`src/rtl/sxst_pkg.sv`:
```
`default_nettype none
// ----------------------------------------------------------------------------
// sxst_pkg
// Shared types, codes and helpers of the SNR crossing steer trigger.
// ----------------------------------------------------------------------------
package sxst_pkg;

  localparam int unsigned SnrW     = 8;
  localparam int unsigned TrafficW = 48;
  localparam int unsigned TicksW   = 16;
  localparam int unsigned CfgIdxW  = 3;
  localparam int unsigned CfgDataW = 48;

  typedef enum logic [2:0] {
    EV_SNR        = 3'd0,
    EV_TRAFFIC    = 3'd1,
    EV_CONNECT    = 3'd2,
    EV_DISCONNECT = 3'd3,
    EV_TICK       = 3'd4
  } event_e;

  typedef enum logic [1:0] {
    WM_HIGH       = 2'd0,
    WM_LOW        = 2'd1,
    WM_BOTTOM_LOW = 2'd2
  } watermark_e;

  typedef enum logic [1:0] {
    CROSS_NONE = 2'd0,
    CROSS_UP   = 2'd1,
    CROSS_DOWN = 2'd2
  } crossing_e;

  typedef enum logic [CfgIdxW-1:0] {
    REG_SNR_THRESHOLD  = 3'd0,
    REG_WATERMARK_MODE = 3'd1,
    REG_IDLE_LIMIT_EN  = 3'd2,
    REG_IDLE_BYTES_LIM = 3'd3,
    REG_ENFORCE_TICKS  = 3'd4
  } cfg_reg_e;

  localparam logic [TicksW-1:0] EnforceTicksReset = 16'd5;

  typedef struct packed {
    logic [SnrW-1:0]     snr_threshold;
    logic [1:0]          watermark_mode;
    logic                idle_limit_enable;
    logic [TrafficW-1:0] idle_bytes_limit;
    logic [TicksW-1:0]   enforce_ticks;
  } cfg_t;

  typedef struct packed {
    logic [SnrW-1:0]     older_snr;
    logic [SnrW-1:0]     newer_snr;
    logic [1:0]          snr_fill;
    logic [TrafficW-1:0] last_traffic;
    logic                traffic_seen;
    logic                pending_flag;
    logic                idle_flag;
    logic                cap_beacon;
    logic                cap_transition;
    logic                station_present;
    logic [TicksW-1:0]   ticks_left;
  } state_t;

  typedef struct packed {
    logic      enforce_start;
    logic      enforce_end;
    logic      enforce_active;
    crossing_e crossing;
    logic      pending;
    logic      traffic_idle;
  } result_t;

  // Crossing seen between the two held samples; none until two are held.
  function automatic crossing_e snr_crossing(input logic [1:0]      fill,
                                             input logic [SnrW-1:0] older,
                                             input logic [SnrW-1:0] newer,
                                             input logic [SnrW-1:0] thr);
    logic old_hi;
    logic new_hi;
    crossing_e x;
    old_hi = (older >= thr);
    new_hi = (newer >= thr);
    x = CROSS_NONE;
    if (fill == 2'd2) begin
      if (!old_hi && new_hi) begin
        x = CROSS_UP;
      end else if (old_hi && !new_hi) begin
        x = CROSS_DOWN;
      end
    end
    return x;
  endfunction

endpackage
`default_nettype wire

```
`src/rtl/sxst_core.sv`:
```
`default_nettype none
// ----------------------------------------------------------------------------
// sxst_core
// Next-state and result logic for one event item.
// ----------------------------------------------------------------------------
module sxst_core (
  input  sxst_pkg::cfg_t                    cfg_i,
  input  sxst_pkg::state_t                  state_i,
  input  logic [2:0]                        mode_i,
  input  logic [sxst_pkg::SnrW-1:0]         snr_db_i,
  input  logic [sxst_pkg::TrafficW-1:0]     traffic_bytes_i,
  input  logic                              has_beacon_report_i,
  input  logic                              has_bss_transition_i,
  output sxst_pkg::state_t                  state_o,
  output sxst_pkg::result_t                 result_o
);
  import sxst_pkg::*;

  state_t            n;
  logic              do_eval;
  logic              start;
  logic              stop;
  logic              caps_ok;
  logic              idle;
  crossing_e         x;
  logic [TicksW-1:0] ticks_dec;

  assign ticks_dec = state_i.ticks_left - TicksW'(1);

  always_comb begin
    n       = state_i;
    do_eval = 1'b0;
    start   = 1'b0;
    stop    = 1'b0;
    caps_ok = 1'b0;
    idle    = 1'b0;
    x       = CROSS_NONE;

    case (event_e'(mode_i))
      EV_SNR: begin
        n.older_snr = state_i.newer_snr;
        n.newer_snr = snr_db_i;
        if (state_i.snr_fill != 2'd2) begin
          n.snr_fill = state_i.snr_fill + 2'd1;
        end
        do_eval = 1'b1;
      end
      EV_TRAFFIC: begin
        n.last_traffic = traffic_bytes_i;
        n.traffic_seen = 1'b1;
        do_eval        = 1'b1;
      end
      EV_CONNECT: begin
        n.station_present = 1'b1;
        n.cap_beacon      = state_i.cap_beacon | has_beacon_report_i;
        n.cap_transition  = state_i.cap_transition | has_bss_transition_i;
      end
      EV_DISCONNECT: begin
        stop = (state_i.ticks_left != '0);
        n    = '0;
      end
      EV_TICK: begin
        if (state_i.ticks_left != '0) begin
          if (ticks_dec == '0) begin
            // period over: drop history, keep the station
            n                 = '0;
            n.station_present = state_i.station_present;
            stop              = 1'b1;
          end else begin
            n.ticks_left = ticks_dec;
          end
        end
      end
      default: begin
      end
    endcase

    case (watermark_e'(cfg_i.watermark_mode))
      WM_HIGH:       caps_ok = 1'b1;
      WM_LOW:        caps_ok = 1'b1;
      WM_BOTTOM_LOW: caps_ok = !n.cap_beacon && !n.cap_transition;
      default:       caps_ok = 1'b0;
    endcase

    if (do_eval && n.station_present && (n.ticks_left == '0) && caps_ok) begin
      x = snr_crossing(n.snr_fill, n.older_snr, n.newer_snr, cfg_i.snr_threshold);
      if (x == CROSS_UP) begin
        n.pending_flag = (cfg_i.watermark_mode == WM_HIGH);
      end else if (x == CROSS_DOWN) begin
        n.pending_flag = (cfg_i.watermark_mode != WM_HIGH);
      end

      if (cfg_i.watermark_mode == WM_BOTTOM_LOW || !cfg_i.idle_limit_enable) begin
        idle = 1'b1;
      end else if (!n.traffic_seen) begin
        idle = 1'b0;
      end else begin
        idle = (n.last_traffic < cfg_i.idle_bytes_limit);
      end
      n.idle_flag = idle;

      if ((cfg_i.watermark_mode == WM_BOTTOM_LOW || idle) && n.pending_flag) begin
        n.pending_flag = 1'b0;
        n.ticks_left   = (cfg_i.enforce_ticks != '0) ? cfg_i.enforce_ticks : TicksW'(1);
        start          = 1'b1;
      end
    end
  end

  assign state_o                 = n;
  assign result_o.enforce_start  = start;
  assign result_o.enforce_end    = stop;
  assign result_o.enforce_active = (n.ticks_left != '0);
  assign result_o.crossing       = snr_crossing(n.snr_fill, n.older_snr, n.newer_snr,
                                                cfg_i.snr_threshold);
  assign result_o.pending        = n.pending_flag;
  assign result_o.traffic_idle   = n.idle_flag;

endmodule
`default_nettype wire

```
`src/rtl/snr_crossing_steer_trigger.sv`:
```
`default_nettype none
// ----------------------------------------------------------------------------
// snr_crossing_steer_trigger
// SNR threshold crossing detector that arms and runs station steering periods.
// ----------------------------------------------------------------------------
// Every event item yields exactly one result item. The item is evaluated in
// the cycle it is accepted: the state and the result register update on that
// edge, so the result is offered in the next cycle, and a new item can be
// taken every cycle unless the result output stalls. in_ready_o is high whenever
// the result register is empty or its item is being taken in the same cycle;
// the single result register is the only buffering, so throughput is one item
// per cycle while the output takes results. Configuration writes take effect
// on the next edge and should be made while no item is in flight.
module snr_crossing_steer_trigger (
  input  logic                          clk_i,
  input  logic                          rst_ni,
  input  logic                          cfg_we_i,
  input  logic [sxst_pkg::CfgIdxW-1:0]  cfg_idx_i,
  input  logic [sxst_pkg::CfgDataW-1:0] cfg_wdata_i,
  input  logic                          in_valid_i,
  output logic                          in_ready_o,
  input  logic [2:0]                    mode_i,
  input  logic [sxst_pkg::SnrW-1:0]     snr_db_i,
  input  logic [sxst_pkg::TrafficW-1:0] traffic_bytes_i,
  input  logic                          has_beacon_report_i,
  input  logic                          has_bss_transition_i,
  output logic                          out_valid_o,
  input  logic                          out_ready_i,
  output logic                          enforce_start_o,
  output logic                          enforce_end_o,
  output logic                          enforce_active_o,
  output logic [1:0]                    crossing_o,
  output logic                          pending_o,
  output logic                          traffic_idle_o
);
  import sxst_pkg::*;

  cfg_t    cfg_q;
  state_t  state_q;
  state_t  state_d;
  result_t res_d;
  result_t res_q;
  logic    out_valid_q;
  logic    in_accept;

  assign in_ready_o = !out_valid_q || out_ready_i;
  assign in_accept  = in_valid_i && in_ready_o;

  sxst_core u_core (
    .cfg_i                (cfg_q),
    .state_i              (state_q),
    .mode_i               (mode_i),
    .snr_db_i             (snr_db_i),
    .traffic_bytes_i      (traffic_bytes_i),
    .has_beacon_report_i  (has_beacon_report_i),
    .has_bss_transition_i (has_bss_transition_i),
    .state_o              (state_d),
    .result_o             (res_d)
  );

  always_ff @(posedge clk_i or negedge rst_ni) begin
    if (!rst_ni) begin
      cfg_q <= '{enforce_ticks: EnforceTicksReset, default: '0};
    end else if (cfg_we_i) begin
      case (cfg_reg_e'(cfg_idx_i))
        REG_SNR_THRESHOLD:  cfg_q.snr_threshold     <= cfg_wdata_i[SnrW-1:0];
        REG_WATERMARK_MODE: cfg_q.watermark_mode    <= cfg_wdata_i[1:0];
        REG_IDLE_LIMIT_EN:  cfg_q.idle_limit_enable <= cfg_wdata_i[0];
        REG_IDLE_BYTES_LIM: cfg_q.idle_bytes_limit  <= cfg_wdata_i[TrafficW-1:0];
        REG_ENFORCE_TICKS:  cfg_q.enforce_ticks     <= cfg_wdata_i[TicksW-1:0];
        default: begin
        end
      endcase
    end
  end

  always_ff @(posedge clk_i or negedge rst_ni) begin
    if (!rst_ni) begin
      state_q     <= '0;
      out_valid_q <= 1'b0;
    end else begin
      if (in_accept) begin
        state_q <= state_d;
      end
      if (in_accept) begin
        out_valid_q <= 1'b1;
      end else if (out_ready_i) begin
        out_valid_q <= 1'b0;
      end
    end
  end

  // hold the result until taken
  always_ff @(posedge clk_i) begin
    if (in_accept) begin
      res_q <= res_d;
    end
  end

  assign out_valid_o      = out_valid_q;
  assign enforce_start_o  = res_q.enforce_start;
  assign enforce_end_o    = res_q.enforce_end;
  assign enforce_active_o = res_q.enforce_active;
  assign crossing_o       = res_q.crossing;
  assign pending_o        = res_q.pending;
  assign traffic_idle_o   = res_q.traffic_idle;

  a_start_loads_period: assert property (@(posedge clk_i) disable iff (!rst_ni)
    (in_accept && res_d.enforce_start) |=> (state_q.ticks_left != '0))
    else $error("enforcement start did not load a period");

  a_period_needs_station: assert property (@(posedge clk_i) disable iff (!rst_ni)
    (state_q.ticks_left != '0) |-> (state_q.station_present && !state_q.pending_flag))
    else $error("period running without station or with pending flag");

  a_fill_bound: assert property (@(posedge clk_i) disable iff (!rst_ni)
    (state_q.snr_fill != 2'd3))
    else $error("sample fill count out of range");

  a_start_end_excl: assert property (@(posedge clk_i) disable iff (!rst_ni)
    out_valid_q |-> !(res_q.enforce_start && res_q.enforce_end))
    else $error("start and end reported on one item");

  a_state_only_on_accept: assert property (@(posedge clk_i) disable iff (!rst_ni)
    !in_accept |=> $stable(state_q))
    else $error("state changed without an accepted item");

endmodule
`default_nettype wire

```
`config.mk`:
```
export PLATFORM = sky130hd
export DESIGN_NAME = snr_crossing_steer_trigger
export DESIGN_NICKNAME = d
export VERILOG_FILES = /design/src/rtl/sxst_pkg.sv /design/src/rtl/sxst_core.sv /design/src/rtl/snr_crossing_steer_trigger.sv
export SDC_FILE = /design/constraint.sdc
export NUM_CORES = 1
export LEC_CHECK = 0
export ABC_AREA = 1
export BUFFER_PORTS_ARGS = -buffer_cell sky130_fd_sc_hd__clkbuf_2
export CAP_MARGIN = 20
export CORE_MARGIN = 2
export CORE_UTILIZATION = 53
export CTS_CLUSTER_SIZE = 14
export DETAILED_ROUTE_END_ITERATION = 6
export GPL_TIMING_DRIVEN = 0
export PLACE_DENSITY = 0.74
export RECOVER_POWER = 50
export SLEW_MARGIN = 20
export SYNTH_ARGS = -nofsm -noshare
export SYNTH_HDL_FRONTEND = slang
export SYNTH_SLANG_ARGS = --single-unit
```
`constraint.sdc`:
```
create_clock -name clk_i -period 12.9 [get_ports clk_i]
set_input_delay 0.645 -clock clk_i [delete_from_list [all_inputs] [get_ports clk_i]]
set_output_delay 0.645 -clock clk_i [all_outputs]
set_load 0.005 [all_outputs]
```
==> results.toml <==
[place]
numPortBuffers = 125
gp_congestion = 0.945
hpwl_mm = 20.7
dpl_cell_area_um2 = 11100

[timing]
fin_skew_ns = 0.0128
worst_pin_slew_ns = 3.23
relSlewSlack_pct = -115
setup_tns_ns = 0
hold_viol_final = 0
setup_viol = 0
fmax_ghz = 0.158
rsz0062_at_grt = "false"
finalMaxSlewViolations = 169
fin_crit_sh_pct = 49.2
period_minus_slack_ns = 6.35
hold-worst-slack_ns = 0.452

[finish]
fill_cells = 1698
stdcell_area_um2 = 11600
synthToLayoutAreaGrowth_pct = 14.9
diodes = 0
nets = 1667
fin_util_pct = 61.9
ff_latch_area_um2 = 4320
drive_above_1_share_pct = 13.0
multi_input_area_um2 = 4730

[cts]
clock-sinks = 171
cts_tree = "built"
post_cts_buffers = 0
clk_pin_slew_worst_paths_ns = 0.07
cts_buffers = 17
cts_resized = 0
postCtsHoldBufs = 0
cts_root_buf = "clkbuf_16"
htree_levels = 4
clk_latency_ns = 0.44
cts_buffer_depth = 2

[pwr]
ir_worst_vdd_v = 0.000107
power.total_mw = 2.12
pwr-share-clk_pct = 23.8
switchingPower_uw = 893
power_frac_comb_pct = 42.0
swShare_pct = 42.2
leakage_nw = 5.89
p_per_area_nw_per_um2 = 183
seq_power_share_pct = 34.2
p_int_mw = 1.22

[logic_synthesis]
syn_avg_cell_area_um2 = 7.53
seq_area_frac_synth_pct = 42.9
ys_seq_elements = 171
synth_area_um2 = 10100
ys_types = 44
synth_cells = 1337
syn-num-nets = 1521
ys.warnings.count = 0

[outcome]
violations = "capacitance limit, slew limit"
status = "finished, violations left"

[floorplan]
coreArea_um2 = 18700
rows = 50
die_w_um = 142
die_area_um2 = 20100
die_height_um = 142
io_pins = 126
initial_core_util_pct = 53.8

[setup_path]
crit_top_cell = "nand2_1"
crit_path_end_kind = "flop"
crit_slowest_cell = "a2111oi_0"
start_kind = "flop"
cp_slowest_stage_delay_ns = 0.65
crit_arrival_ns = 6.63
worstPathMaxFanout = 10
critical_path_class = "flop to flop"
crit_required_ns = 13.18

[global_routing]
antenna_found_initial = 1
grt_max_degree = 62
grt_pass1_wl_mm = 45.4
grtUsageTotal_pct = 28.5
grt_pass1_vias = 9074
overflow = 0

[routing]
drtPass1Iterations = 5
drt-vias-per-instance = 5.42
drtAntennaViolNets = 0
drc = 0
routed_wl_mm = 27.2
drt_iter0_markers = 823
avgRoutedWirePerCell_um = 15.7
vias = 9369

[run]
cap_viol_max_count = 3

[worst_hold_path]
holdCritPathClass = "input port to flop"
area by class of cell:
| class | instances | share of cell area (%) |
|---|---|---|
| tap | 234 | 2.53 |
| inverter | 220 | 7.13 |
| clock inverter | 13 | 1.10 |
| buffer | 48 | 1.69 |
| multi-input combinational | 898 | 40.9 |
| sequential | 171 | 37.3 |
| timing repair buffer | 127 | 5.44 |
| clock buffer | 19 | 3.91 |
per-stage QoR:
step	std cells	worst slack, ns
after CTS	1730	6.70
after detailed placement	1698	6.73
after global placement	1696	6.86
after floorplan	1337	8.40
final	1730	6.55
after global routing	1730	6.23
worst paths after layout:
| path | depth (start not counted) | to | start | slack (ns) |
|---|---|---|---|---|
| worst max-delay path | 32 | enforce_active_o | state_q[0] | 6.55 |
| worst min-delay path | 3 | cfg_q[39] | cfg_wdata_i[23] | 0.45 |
| worst max register to register | 32 | enforce_active_o | state_q[0] | 6.55 |
| worst min register to register | 2 | state_q[19] | state_q[19] | 0.49 |
| max in group asynchronous | 2 | state_q[52] | rst_ni | 7.65 |
| min in group asynchronous | 1 | state_q[30] | rst_ni | 1.11 |
logic make-up (layout without fill, tap and decap cells):
kind of cell             after synthesis  in the layout  synth area share [%]
AND/OR/NAND/NOR                      531            531                  22.8
AO/OA/AOI/OAI                        298            298                  15.7
buffers and inverters                268            427                  10.1
flip-flops                           171            171                  42.9
adder cells (fa/ha/maj)               67             67                  8.32
XOR/XNOR                               2              2                 0.174
Yosys cell counts, drive strengths merged:
library cell	n	area [um^2]
nor3	10	50.1
o21ai	199	1000
ha	67	838
nand2	321	1220
nor2	108	479
clkinv	2	7.51
a211oi	3	22.5
edfxtp	7	210
and2	1	6.26
o211ai	3	22.5
a41oi	1	8.76
o22ai	21	131
inv	218	818
buf	12	60.1
a31oi	2	12.5
a21oi	59	295
clkbuf	36	135
nor4	9	62.6
nand3	60	335
a2111oi	1	8.76
nand4	19	119
a22oi	1	7.51
a21boi	1	7.51
o21a	5	45.0
dfstp	2	52.6
xor2	2	17.5
and3	3	18.8
a41o	1	10.0
dfrtp	162	4050
o221a	1	11.3
critical path, delay by kind of cell, from the launching register on:
kind                       cells  cell delay (ns)
xor gates and xnor gates       1             0.31
adders and majority gates      2             0.63
DFF                            1             0.46
buffers and inverters          6             1.41
AOI/OAI and AO/OA              4             1.15
and+or+nand+nor               19             2.21
metal layers:
layer / routed length [um] / vias up / share of wire [%] / GRT usage [%]
li1: - / 4622 / - / -
met1: 12400 / 4404 / 45 / 39.5
met2: 12700 / 302 / 47 / 46.7
met3: 1740 / 39 / 6.4 / 5.77
met4: 393 / 2 / 1.4 / 6.32
met5: 8 / - / 0.029 / 0
sequential cells by signal, indices dropped and copies added (netlist names):
register          cells
out_valid_o           1
enforce_end_o         1
crossing_o            2
state_q              88
traffic_idle_o        1
enforce_active_o      1
pending_o             1
cfg_q                75
enforce_start_o       1
placed cells by master, fill, tap and decap left out, drive strengths merged:
master,count
a2111oi,1
a211oi,3
a21boi,1
a21oi,59
a22oi,1
a31oi,2
a41o,1
a41oi,1
and2,1
and3,3
buf,12
clkbuf,182
clkinv,9
dfrtp,162
dfstp,2
edfxtp,7
ha,67
inv,224
nand2,321
nand3,60
nand4,19
nor2,108
nor3,10
nor4,9
o211ai,3
o21a,5
o21ai,199
o221a,1
o22ai,21
xor2,2
power by group through the flow:
stage	Clock [mW]	Sequential, mW	Combinational, mW
2_1_floorplan	0	0.712	0.651
3_3_place_gp	0	0.728	0.854
4_1_cts	0.509	0.721	0.878
3_5_place_dp	0	0.731	0.870
6_report	0.504	0.723	0.888
5_1_grt	0.533	0.736	1.01
Power figures use the tool's default switching activity.
